## config.mk

```make
export PLATFORM = sky130hd
export DESIGN_NAME = rsp_mul
export DESIGN_NICKNAME = d
export VERILOG_FILES = /design/src/rtl/rsp_pkg.sv /design/src/rtl/rsp_mul.sv
export SDC_FILE = /design/constraint.sdc
export NUM_CORES = 2
export LEC_CHECK = 0
export ABC_AREA = 1
export BUFFER_PORTS_ARGS = -buffer_cell sky130_fd_sc_hd__buf_2
export CAP_MARGIN = 15
export CORE_UTILIZATION = 45
export DETAILED_ROUTE_END_ITERATION = 7
export MAX_ROUTING_LAYER = met4
export PLACE_DENSITY_LB_ADDON = 0.15
export SYNTH_ARGS = -nofsm -noshare
export SYNTH_HDL_FRONTEND = slang
export SYNTH_SLANG_ARGS = --single-unit
```

## constraint.sdc

```tcl
create_clock -name clk_i -period 8.6 [get_ports clk_i]
set_clock_uncertainty 0.15 [all_clocks]
set_input_delay 1.72 -clock clk_i [delete_from_list [all_inputs] [get_ports clk_i]]
set_output_delay 1.72 -clock clk_i [all_outputs]
set_load 0.01 [all_outputs]
```

## src/rtl/rsp_pkg.sv

```systemverilog
// ----------------------------------------------------------------------------
// rsp_pkg
// Shared types and constants of the road segment projector.
// ----------------------------------------------------------------------------
`default_nettype none

package rsp_pkg;

  localparam int unsigned CfgIdxW   = 2;
  localparam int unsigned CfgDataW  = 16;
  localparam int unsigned NumW      = 64;
  localparam int unsigned DenW      = 45;
  localparam int unsigned QuotW     = 17;
  localparam int unsigned MulW      = 34;

  localparam logic [CfgIdxW-1:0] CfgDepthScale = 2'd0;
  localparam logic [CfgIdxW-1:0] CfgScreenW    = 2'd1;
  localparam logic [CfgIdxW-1:0] CfgScreenH    = 2'd2;
  localparam logic [CfgIdxW-1:0] CfgRoadHalfW  = 2'd3;

  localparam logic [15:0] DepthScaleRst = 16'd3437;
  localparam logic [11:0] ScreenWRst    = 12'd800;
  localparam logic [11:0] ScreenHRst    = 12'd600;
  localparam logic [15:0] RoadHalfWRst  = 16'd2000;

  typedef enum logic [2:0] {
    ST_IDLE,
    ST_MUL,
    ST_DIV_GO,
    ST_DIV_WAIT,
    ST_EDGE,
    ST_FINISH
  } state_e;

  typedef struct packed {
    logic                   start;
    logic signed [NumW-1:0] num;
    logic [DenW-1:0]        den;
  } div_req_t;

endpackage

`default_nettype wire

```

## src/rtl/rsp_mul.sv

```systemverilog
// ----------------------------------------------------------------------------
// rsp_mul
// Shared signed multiplier with a registered product.
// ----------------------------------------------------------------------------
`default_nettype none

module rsp_mul (
  input  wire logic                             clk_i,
  input  wire logic signed [rsp_pkg::MulW-1:0]  a_i,
  input  wire logic signed [rsp_pkg::MulW-1:0]  b_i,
  output logic signed [rsp_pkg::NumW-1:0]       p_o
);
  import rsp_pkg::*;

  logic signed [2*MulW-1:0] prod;
  logic signed [NumW-1:0]   p_q;

  assign prod = a_i * b_i;

  always_ff @(posedge clk_i) begin
    p_q <= prod[NumW-1:0];
  end

  assign p_o = p_q;

endmodule

`default_nettype wire

```

; ---- Word level (Yosys, flattened, before mapping)
; Cells that the tools add are included.
[totals]
regBits = 64
in_bits = 69
output_inout_bits = 64
elab_cells = 2
[classes]
mul = 1
[op_table]
columns = operator, count
row1 = 34-bit by 34-bit multiplier with 64-bit output, 1

; ---- Longest topological paths before layout
[logic_depth]
depth_word = 1
depth_mapped = 36
mapped_depth_nobuf = 34

; ---- Least setup slack after synthesis
; OpenSTA, ideal clock, no wires.
[synth_timing]
kind = input-to-reg
from = in b_i[9] (netlist bit)
to = reg p_q[61] (netlist: p_o[61])
setup_ns = 0.112
arrival_ns = 8.243
setup_slack_ns = 0.095
cell_stages = 26
n_path_buf = 2
cell_sequence = clkbuf_1 > clkbuf_1 > nand2_1 > inv_1 > fa_1 > fa_1 > inv_1 > fa_1 > inv_1 > fa_1 > inv_1 > fa_1 > fa_1 > fa_1 > fa_1 > inv_1 > ha_1 > nand2_1 > nor2_1 > inv_1 > nor2_2 > inv_1 > nor4_1 > nand2_1 > nand3_1 > nand2_1
[synth_via]
elab_chain_len = 1
[synth_lines]
columns = element, line_no
row1 = start: declaration, rsp_mul.sv:10  ; input wire logic signed [rsp_pkg::MulW-1:0] b_i,
row2 = 34-bit by 34-bit multiplier with 64-bit output, rsp_mul.sv:18  ; assign prod = a_i * b_i;
row3 = net prod[61], rsp_mul.sv:15  ; logic signed [2*MulW-1:0] prod;
row4 = end signal: assignment, rsp_mul.sv:21  ; p_q <= prod[NumW-1:0];
row5 = end: declaration, rsp_mul.sv:16  ; logic signed [NumW-1:0] p_q;
; The timed path passes the listed nets, and every way through them passes these cells.

; ---- Worst setup path after layout
[layout_timing]
from = in a_i[22] (netlist bit)
to = reg p_q[57] (netlist: p_o[57])
[layout_via]
elab_chain_len = 1
[layout_lines]
columns = element, line_no
row1 = start: declaration, rsp_mul.sv:9  ; input wire logic signed [rsp_pkg::MulW-1:0] a_i,
row2 = 34-bit by 34-bit multiplier with 64-bit output, rsp_mul.sv:18
row3 = net prod[57], rsp_mul.sv:15
; The timed path passes the listed nets, and every way through them passes these cells.

==> metrics <==
gr ovfl total=0; Critical-path top delay cell=fa_1; Starting Density=0.454; DP HPWL=118 mm; WL/cell=18.2 um; Net Count, Synth=7,015; DRC errors left=0; num rows=114; CTS tree=done; Nets=7,344; Multi-input gate area=0.0346 sq mm; initial antenna violation count=1; Sequential Area=0.00128 sq mm; I/O Buffers=132; clock-pin slew on the worst setup and hold paths=0.06 ns; Routed Antenna Nets=0; fin. max-slew vios=0; f_max=119 MHz; number of synthesized flops with an enable pin=0; drt pass-1 iters=6; post-layout util=0.514; Die X=314 um; period utilization=0.973; Yosys reg bits=64; Die Height=314 um; Max Cap Violations=0; first-pass GRT wire length=209 mm; share of cells above drive strength 1=0.121; largest stage delay on the critical path=0.54 ns; die area=0.0987 sq mm; CP arrival=8.44 ns; Post-synth top flop=dfxtp_1; CTS Buffer Depth=2; final WL=130 mm; Critical Path Fanout Max=12; synthesized area per cell=7.89 sq um; final-report setup violation count=0; Slew headroom=0.295; Root Driver=clkbuf_16; Synth-to-Final Area Change=13.2%; Most common cell on crit path=fa_1; asr flop ratio synth=0; io pins=133; final hold viol count=0; largest net degree at the start of global routing=28; Post-Syn Instances=5,555; Tightest Pin Transition=1.06 ns; Mapped Area=0.0438 sq mm; DR vias/cell=4.73; core box area=0.0966 sq mm; Synth cell types=36; total number of yosys warnings=0; CP Capture Type=register; vias in the first global route=36,200; clk sinks=64; drt initial violations=2,353; CTS Buf Count=9; Worst Setup Path Type=input port to register; min Tclk post-route=8.37 ns; Worst Path Required=8.67 ns; Seq/Total Area, Yosys=0.0292; max FFs per register=64; GPL Wtd Cong=0.953; Startpoint Class=input port; Hold Path Class=input port to register; # hold bufs at CTS=0; status=finished clean; GRT Total Usage=0.287; vias after detailed routing=33,900; H-tree levels=3; Fill cells=9,456
[cells in the final DEF (no fill, tap or decap), types with 17 or more instances in the layout]
cell         n
a21oi_1     72
xor2_1      39
ha_1       193
dfxtp_1     64
inv_1     1882
nand2_1   1404
nor2_2      24
buf_12      43
clkbuf_4    17
nand3_1     68
fa_1      1187
o21ai_0     39
buf_4      413
buf_2      108
nand2_2     22
nor2_1     160
[cells by family (layout without fill, tap and decap cells)]
family,after synthesis,after routing,share of synthesized area
buf+inv,2164,2497,0.185
flops,64,64,0.0292
xor+xnor,48,48,0.00959
other cells,0,1,0
compound gates,157,157,0.0191
fa+ha+maj,1391,1391,0.601
simple gates,1731,1731,0.156
[layout make-up]
| type | instances | share of cell area |
|---|---|---|
| antenna | 1 | 0.0000504 |
| clock buffer | 9 | 0.00454 |
| clock inverter | 6 | 0.00219 |
| timing repair buffer | 586 | 0.0945 |
| tap | 1276 | 0.0322 |
| multi-input combinational | 3327 | 0.697 |
| inverter | 1896 | 0.143 |
| sequential | 64 | 0.0258 |
[per-stage QoR]
step / instance area, sq um / cells / hold WS [ns] / TNS (ns) / setup WS (ns)
2_1_floorplan: 43800 / 5555 / 1.85 / 0 / 0.0951
3_3_place_gp: 49000 / 7147 / 1.96 / -5.98 / -0.362
3_5_place_dp: 49000 / 7147 / 1.96 / -6.47 / -0.348
4_1_cts: 49300 / 7162 / 1.79 / 0 / 0.000521
5_1_grt: 49600 / 7165 / 1.80 / -0.0596 / -0.0321
6_report: 49600 / 7165 / 1.79 / 0 / 0.231
[timing repair]
action,4_1_cts,5_1_grt
setup endpoints to repair,0,36
buffers inserted,0,2
gates resized for setup,0,95
[cell usage after synthesis (3+ instances only)]
| cell | number | area [sq um] |
|---|---|---|
| a21oi_1 | 84 | 420 |
| buf_1 | 3 | 11.3 |
| buf_2 | 5 | 25.0 |
| clkbuf_1 | 260 | 976 |
| dfxtp_1 | 64 | 1280 |
| fa_1 | 1192 | 23900 |
| ha_1 | 199 | 2490 |
| inv_1 | 1884 | 7070 |
| inv_2 | 12 | 45.0 |
| nand2_1 | 1409 | 5290 |
| nand2_2 | 17 | 106 |
| nand3_1 | 68 | 340 |
| nand3_2 | 3 | 30.0 |
| nand4_1 | 15 | 93.8 |
| nor2_1 | 174 | 653 |
| nor2_2 | 12 | 75.1 |
| nor2_4 | 3 | 33.8 |
| nor3_1 | 8 | 40.0 |
| nor4_1 | 4 | 25.0 |
| o21a_1 | 3 | 22.5 |
| o21ai_0 | 47 | 235 |
| o21ai_1 | 8 | 40.0 |
| o21bai_1 | 9 | 67.6 |
| or2_1 | 3 | 18.8 |
| or2_2 | 10 | 62.6 |
| xnor2_1 | 9 | 78.8 |
| xor2_1 | 39 | 342 |
[critical path: cells and delay by family]
kind                       cells  cell delay (ns)
buffers and inverters         10             0.99
adders and majority gates      9             4.48
and+or+nand+nor               10             1.23
[routing by layer]
metal  wire length, um  vias up  track usage
met5                 0        -            -
met4              1840        0       0.0366
met3              6320       81       0.0269
met2             64200      744        0.470
met1             58000    17400        0.398
li1                  -    15700            -
[worst paths after layout]
kind,start,endpoint,depth (start not counted)
min,b_i[0],p_o[0],4
max,a_i[22],p_o[57],29
Power is left out: the tool's default activity adds up to more than one toggle a clock period on the data nets, which glitch-free logic cannot reach.
