--- src/rtl/rsp_pkg.sv ---
// ----------------------------------------------------------------------------
// rsp_pkg
// Shared types and constants of the road segment projector.
// ----------------------------------------------------------------------------
`default_nettype none

package rsp_pkg;

  localparam int unsigned CfgIdxW   = 2;
  localparam int unsigned CfgDataW  = 16;
  localparam int unsigned NumW      = 64;
  localparam int unsigned DenW      = 45;
  localparam int unsigned QuotW     = 17;
  localparam int unsigned MulW      = 34;

  localparam logic [CfgIdxW-1:0] CfgDepthScale = 2'd0;
  localparam logic [CfgIdxW-1:0] CfgScreenW    = 2'd1;
  localparam logic [CfgIdxW-1:0] CfgScreenH    = 2'd2;
  localparam logic [CfgIdxW-1:0] CfgRoadHalfW  = 2'd3;

  localparam logic [15:0] DepthScaleRst = 16'd3437;
  localparam logic [11:0] ScreenWRst    = 12'd800;
  localparam logic [11:0] ScreenHRst    = 12'd600;
  localparam logic [15:0] RoadHalfWRst  = 16'd2000;

  typedef enum logic [2:0] {
    ST_IDLE,
    ST_MUL,
    ST_DIV_GO,
    ST_DIV_WAIT,
    ST_EDGE,
    ST_FINISH
  } state_e;

  typedef struct packed {
    logic                   start;
    logic signed [NumW-1:0] num;
    logic [DenW-1:0]        den;
  } div_req_t;

endpackage

`default_nettype wire

--- src/rtl/rsp_div.sv ---
// ----------------------------------------------------------------------------
// rsp_div
// Restoring divider: round half away from zero, saturate to 16 bits signed.
// ----------------------------------------------------------------------------
`default_nettype none

module rsp_div (
  input  wire logic              clk_i,
  input  wire logic              rst_ni,
  input  wire rsp_pkg::div_req_t req_i,
  output logic                   done_o,
  output logic signed [15:0]     res_o
);
  import rsp_pkg::*;

  logic                 busy_q, done_q, neg_q, ovf_q;
  logic [NumW:0]        rem_q;
  logic [DenW+16:0]     dsh_q;
  logic [QuotW-1:0]     q_q;
  logic [4:0]           cnt_q;
  logic [NumW-1:0]      mag;
  logic [NumW:0]        nn;
  logic [DenW:0]        dd;
  logic                 ge;

  assign mag = req_i.num[NumW-1] ? NumW'(-req_i.num) : NumW'(req_i.num);
  assign nn  = {mag, 1'b0} + (NumW+1)'(req_i.den);
  assign dd  = {req_i.den, 1'b0};
  assign ge  = rem_q >= (NumW+1)'(dsh_q);

  always_ff @(posedge clk_i or negedge rst_ni) begin
    if (!rst_ni) begin
      busy_q <= 1'b0;
      done_q <= 1'b0;
    end else begin
      done_q <= 1'b0;
      if (req_i.start) begin
        busy_q <= 1'b1;
      end else if (busy_q && cnt_q == 5'd0) begin
        busy_q <= 1'b0;
        done_q <= 1'b1;
      end
    end
  end

  always_ff @(posedge clk_i) begin
    if (req_i.start) begin
      neg_q <= req_i.num[NumW-1];
      ovf_q <= nn[NumW:QuotW] >= (NumW+1-QuotW)'(dd);
      rem_q <= nn;
      dsh_q <= {dd, 16'd0};
      q_q   <= '0;
      cnt_q <= 5'(QuotW - 1);
    end else if (busy_q) begin
      if (ge) begin
        rem_q <= rem_q - (NumW+1)'(dsh_q);
      end
      q_q   <= {q_q[QuotW-2:0], ge};
      dsh_q <= dsh_q >> 1;
      cnt_q <= cnt_q - 5'd1;
    end
  end

  always_comb begin
    if (neg_q) begin
      res_o = (ovf_q || q_q > 17'd32768) ? 16'sh8000 : 16'(17'd0 - q_q);
    end else begin
      res_o = (ovf_q || q_q > 17'd32767) ? 16'sh7fff : q_q[15:0];
    end
  end

  assign done_o = done_q;

endmodule

`default_nettype wire

--- config.mk ---
export PLATFORM = sky130hd
export DESIGN_NAME = rsp_div
export DESIGN_NICKNAME = d
export VERILOG_FILES = /design/src/rtl/rsp_pkg.sv /design/src/rtl/rsp_div.sv
export SDC_FILE = /design/constraint.sdc
export NUM_CORES = 1
export LEC_CHECK = 0
export ABC_CLOCK_PERIOD_IN_PS = 7470
export BUFFER_PORTS_ARGS = -buffer_cell sky130_fd_sc_hd__buf_4
export CAP_MARGIN = 25
export CORE_AREA = 2 2 169 171
export CTS_BUF_LIST = sky130_fd_sc_hd__clkbuf_8
export DETAILED_ROUTE_END_ITERATION = 7
export DIE_AREA = 0 0 171 173
export GPL_TIMING_DRIVEN = 0
export HOLD_SLACK_MARGIN = 0.15
export PLACE_DENSITY = 0.88
export SLEW_MARGIN = 20
export SYNTH_ARGS = -nofsm -noshare
export SYNTH_HDL_FRONTEND = slang
export SYNTH_SLANG_ARGS = --single-unit
--- constraint.sdc ---
create_clock -name clk_i -period 7.47 [get_ports clk_i]
set_input_delay 0.3735 -clock clk_i [delete_from_list [all_inputs] [get_ports clk_i]]
set_output_delay 0.3735 -clock clk_i [all_outputs]
set_load 0.02 [all_outputs]
Yosys cells after proc, flatten, opt, wreduce, memory -nomap -nowiden

Index checks and enable logic that the tools add are counted.
W data, S select, Z words.

Bits of input ports: 112
Word-level logic and storage cells: 39
Output and inout port bits: 17
Register bits after elaboration: 153

Order comparisons: 4
Mux-type cells: 13
$add $sub $neg: 5
Reductions and logical operators: 8

Operator list:

| operator                | count |
|---|---|
| $mux W65                | 3 |
| $mux W62                | 2 |
| $add A65 B45 Y65        | 1 |
| $ge A65 B62 Y1          | 1 |
| $sub A65 B62 Y65        | 1 |
| $mux W64                | 1 |
| $neg A64 Y64            | 1 |
| $ge A48 B46 Y1          | 1 |
| $mux W16                | 3 |
| $gt A17 B15 Y1 const B  | 1 |
| $gt A17 B16 Y1 const B  | 1 |
| $sub A1 B16 Y16 const A | 1 |
| $reduce_bool A2 Y1      | 3 |
| $logic_not A5 Y1        | 1 |
| $sub A5 B1 Y5 const B   | 1 |
| $mux W1                 | 4 |
| $logic_or A1 B1 Y1      | 2 |
| $reduce_and A2 Y1       | 1 |
| $logic_and A1 B1 Y1     | 1 |

Depth between registers and ports, before layout

Word-level depth: 4
Depth in mapped cells: 27
Gate-level depth less buffers: 26

Worst setup path before layout

No wires, ideal clock.

Path kind: input-to-reg
From: in req_i[46] in the netlist's numbering
To: reg ovf_q (data pin)
Path slack: 1.550 ns
Required time: 7.198 ns
Arrival time: 5.649 ns
Setup time: 0.272 ns
Path buffers: 1
Cell stages on the path: 24
Cells stage by stage: inv_1 -> ha_1 -> or3b_1 -> nor3_1 -> nand2_1 -> o41ai_1 -> xnor2_1 -> ha_1 -> clkbuf_1 -> a21o_1 -> a31oi_1 -> o211ai_1 -> a31oi_1 -> a31oi_1 -> a21oi_1 -> nor4_1 -> xnor2_1 -> ha_1 -> a21o_1 -> a21o_1 -> a21oi_1 -> nand3_1 -> a221o_1 -> or4_1

Word-level cells in the longest chain between the ends: 4

RTL lines:

| item                 | line          | source |
|---|---|---|
| start, declared      | rsp_div.sv:10 | `input wire rsp_pkg::div_req_t req_i,` |
| $neg A64 Y64         | rsp_div.sv:26 | `assign mag = req_i.num[NumW-1] ? NumW'(-req_i.num) : NumW'(req_i.num);` |
| $mux W64 (*)         | rsp_div.sv:26 |  |
| $add A65 B45 Y65 (*) | rsp_div.sv:27 | `assign nn = {mag, 1'b0} + (NumW+1)'(req_i.den);` |
| $ge A48 B46 Y1 (*)   | rsp_div.sv:49 | `ovf_q <= nn[NumW:QuotW] >= (NumW+1-QuotW)'(dd);` |
| end signal, assigned | rsp_div.sv:49 |  |
| end, declared        | rsp_div.sv:16 | `logic busy_q, done_q, neg_q, ovf_q;` |

Mark *: on every way between the ends. The rest lies on a longest branch, timed or not.
A chain may end at the register's enable or synchronous reset.

Worst setup path after layout

From: in req_i[108] in the netlist's numbering
To: reg ovf_q (data pin)

The elaborated chain is that of the path after synthesis.

==> impl_metrics.toml <==
[status]
status = "completed"

[global_route]
grt_pass1_vias = 15500
grt_pass1_wl_um = 81100
track_usage_pct = 34.5
antenna_found_initial = 1
grt_max_degree = 54
grt_remaining_overflow = 0

[yosys]
yosysSeqAreaShare_pct = 25.5
ys_ff_latch = 153
synth_edf_count = 112
syn_nets = 2350
synth.most_common_cell = "nand2_1"
synthTopCellsByCount = "258 x nand2_1, 198 x o21ai_0, 163 x inv_1"
synth.top_cell.area_share_pct = 20.5
synth_area_mm2 = 0.0164
synth_cells = 2079
synthTopCellsByArea = "edfxtp_1 20%, ha_1 12%, xnor2_1 6.1%"
async_flop_share_pct = 1.31
ys.warnings.count = 0
synth.largest_area_cell = "edfxtp_1"
yosys_most_used_dff = "edfxtp_1"
avgSynthCellArea_um2 = 7.90
synth_cell_types = 82

[critical_path]
crit_path_end_kind = "flop"
worst-r2r-setup-slack_ns = 2.94
path_max_fanout = 10
worstReg2RegStart = "dsh_q[17]"
worstPathRequired_ns = 7.67
reg2reg_to = "rem_q[9]"
cp.arrival_ns = 7.25
crit_type = "primary input to flop"
cp-start-kind = "primary input"
r2r_cells = 14

[cells_and_area]
post-route-util_pct = 66.4
seqCellArea_mm2 = 0.00419
areaGrowthSynthToFinish_pct = 11.8
drive_above_1_share_pct = 10.0
multi_input_area_mm2 = 0.0113
num-nets-final = 2502
fill_cells = 2383

[die]
start_util_pct = 59.5
rows = 61
ios = 129
die_w_um = 171
die_h_um = 173
core_mm2 = 0.0276
die-area_mm2 = 0.0296

[drt]
drt-total-wl_um = 51800
vias = 16600
via_per_inst = 6.34
drtAntennaViolNets = 0
drt_pass1_iterations = 6
drc_errors = 0
post_drt_wl_per_cell_um = 19.7
drtIter0Drc = 1706

[power_and_ir_drop]
power_mw = 6.13
power_frac_clock_pct = 10.6
p_leak_nw = 7.93
p_comb_share_pct = 65.9
p_seq_share_pct = 23.6
switching_share_pct = 48.5
p_per_area_mw_per_mm2 = 334
vdd_drop_max_mv = 0.154
internal_power_mw = 3.16
p_sw_mw = 2.97

[sta]
finalCritPeriodShare_pct = 94.4
setup_violations = 0
fmax_ghz = 0.142
skew_ns = 0.0127
rsz0062_at_grt = "false"
drv_slew = 0
fin_crit_ns = 7.05
hold_viol_final = 0
max_slew_margin_pct = 39.5
worstMarginPinSlew_ns = 0.900

[placed_design]
gp_congestion = 0.977
hpwl_um = 42000
port-buffer-count = 127

[cts]
cts_sinks = 153
htreeDepth = 4
cts_buffer_depth = 2
cts_root_buffer = "clkbuf_8"
post-cts-setup-buffers = 0
path_clk_slew_ns = 0.08
cts_tree = "done"
cts_buffers = 17
insertion_delay_ns = 0.49

[worst_hold_path]
hp-class = "primary input to asynchronous set/reset pin"

[job]
maxCapViolations = 0
-- worst max-delay path, cell delays in order --
cell and delay [ns]:
buf_4 0.13, clkbuf_1 0.36, clkbuf_1 0.36, clkbuf_2 0.36, clkbuf_1 0.45, o21ai_0 0.21, xnor2_1 0.35, ha_1 0.35
o21a_1 0.14, o2111ai_1 0.22, o221ai_1 0.23, o311ai_1 0.55, a31oi_1 0.30, a21oi_2 0.40, nor4_1 0.13, xnor2_1 0.38
ha_1 0.33, a21o_1 0.19, a21o_1 0.17, a21oi_1 0.20, a211oi_1 0.13, a221o_1 0.32, or4_1 0.58
-- logic make-up after synthesis --
family | synth area share, %
AND/OR/NAND/NOR | 20.3
AO/OA/AOI/OAI | 23.3
buffers and inverters | 5.94
XOR/XNOR | 9.38
adder cells (fa/ha/maj) | 12.2
flip-flops | 25.5
multiplexers | 3.34
-- what timing repair did --
action	4_1_cts	5_1_grt
hold buffers	3	0
endpoints found under the setup margin	1	1
pin swaps	0	0
hold endpoints to repair	5	0
gates resized for setup	2	3
-- power groups by stage --
| stage | registers (mW) | clock network, mW | logic, mW |
|---|---|---|---|
| 2_1_floorplan | 1.42 | 0 | 2.90 |
| 3_3_place_gp | 1.45 | 0 | 3.74 |
| 3_5_place_dp | 1.46 | 0 | 3.87 |
| 4_1_cts | 1.44 | 0.641 | 3.92 |
| 5_1_grt | 1.47 | 0.672 | 4.42 |
| 6_report | 1.44 | 0.647 | 4.04 |
-- placed cells by master (no fill, tap or decap), types with 21 or more instances in the layout --
| cell | n |
|---|---|
| a21o_1 | 57 |
| a21oi_1 | 140 |
| a31oi_1 | 21 |
| buf_4 | 129 |
| clkbuf_1 | 78 |
| dfxtp_1 | 39 |
| edfxtp_1 | 112 |
| ha_1 | 157 |
| inv_1 | 162 |
| mux2i_1 | 39 |
| nand2_1 | 257 |
| nand3_1 | 45 |
| nand4_1 | 39 |
| nor2_1 | 131 |
| nor3_1 | 37 |
| o21ai_0 | 198 |
| o21bai_1 | 24 |
| o31ai_1 | 24 |
| or3_1 | 26 |
| xnor2_1 | 114 |
| xor2_1 | 62 |
-- sequential cells by signal, summed over array words and instances (netlist names) --
register / count
busy_q: 1
neg_q: 1
cnt_q: 5
ovf_q: 1
dsh_q: 62
rem_q: 65
q_q: 17
done_o: 1
-- layout make-up --
class	count	share of cell area [%]
Antenna cell	2	0.0273
Buffer	94	2.00
Clock buffer	19	1.42
Clock inverter	13	0.688
Inverter	163	3.33
Multi-Input combinational cell	1669	61.4
Sequential cell	153	22.8
Tap cell	378	2.58
Timing Repair Buffer	133	5.68
-- metal layers --
layer / vias to the layer above / global-route usage, % / share of wire (%)
li1: 7868 / - / -
met3: 122 / 5.47 / 9.2
met4: 2 / 11.5 / 3.2
met2: 951 / 56.0 / 46
met5: - / 0 / 0.017
met1: 7703 / 46.8 / 42
-- through the flow --
step	std cells	hold slack [ns]	cell area, um^2	setup WS [ns]	TNS [ns]
3_3_place_gp	2584	0.162	17900	-0.727	-0.727
4_1_cts	2622	0.192	18300	0.168	0
5_1_grt	2622	0.202	18400	0.146	0
3_5_place_dp	2587	0.163	17900	-0.808	-0.808
6_report	2624	0.206	18400	0.417	0
2_1_floorplan	2079	0.0779	16400	1.55	0
-- how the worst max path moves through the flow --
stage	startpoint	end	slack (ns)	depth (start not counted)
floorplan	req_i[46]	ovf_q	1.55	24
global placement	req_i[108]	ovf_q	-0.73	22
detailed placement	req_i[108]	ovf_q	-0.81	22
CTS	req_i[108]	ovf_q	0.17	22
global route	req_i[108]	ovf_q	0.15	24
finish	req_i[108]	ovf_q	0.42	23
Note: power is estimated with default switching activity, not from simulation.
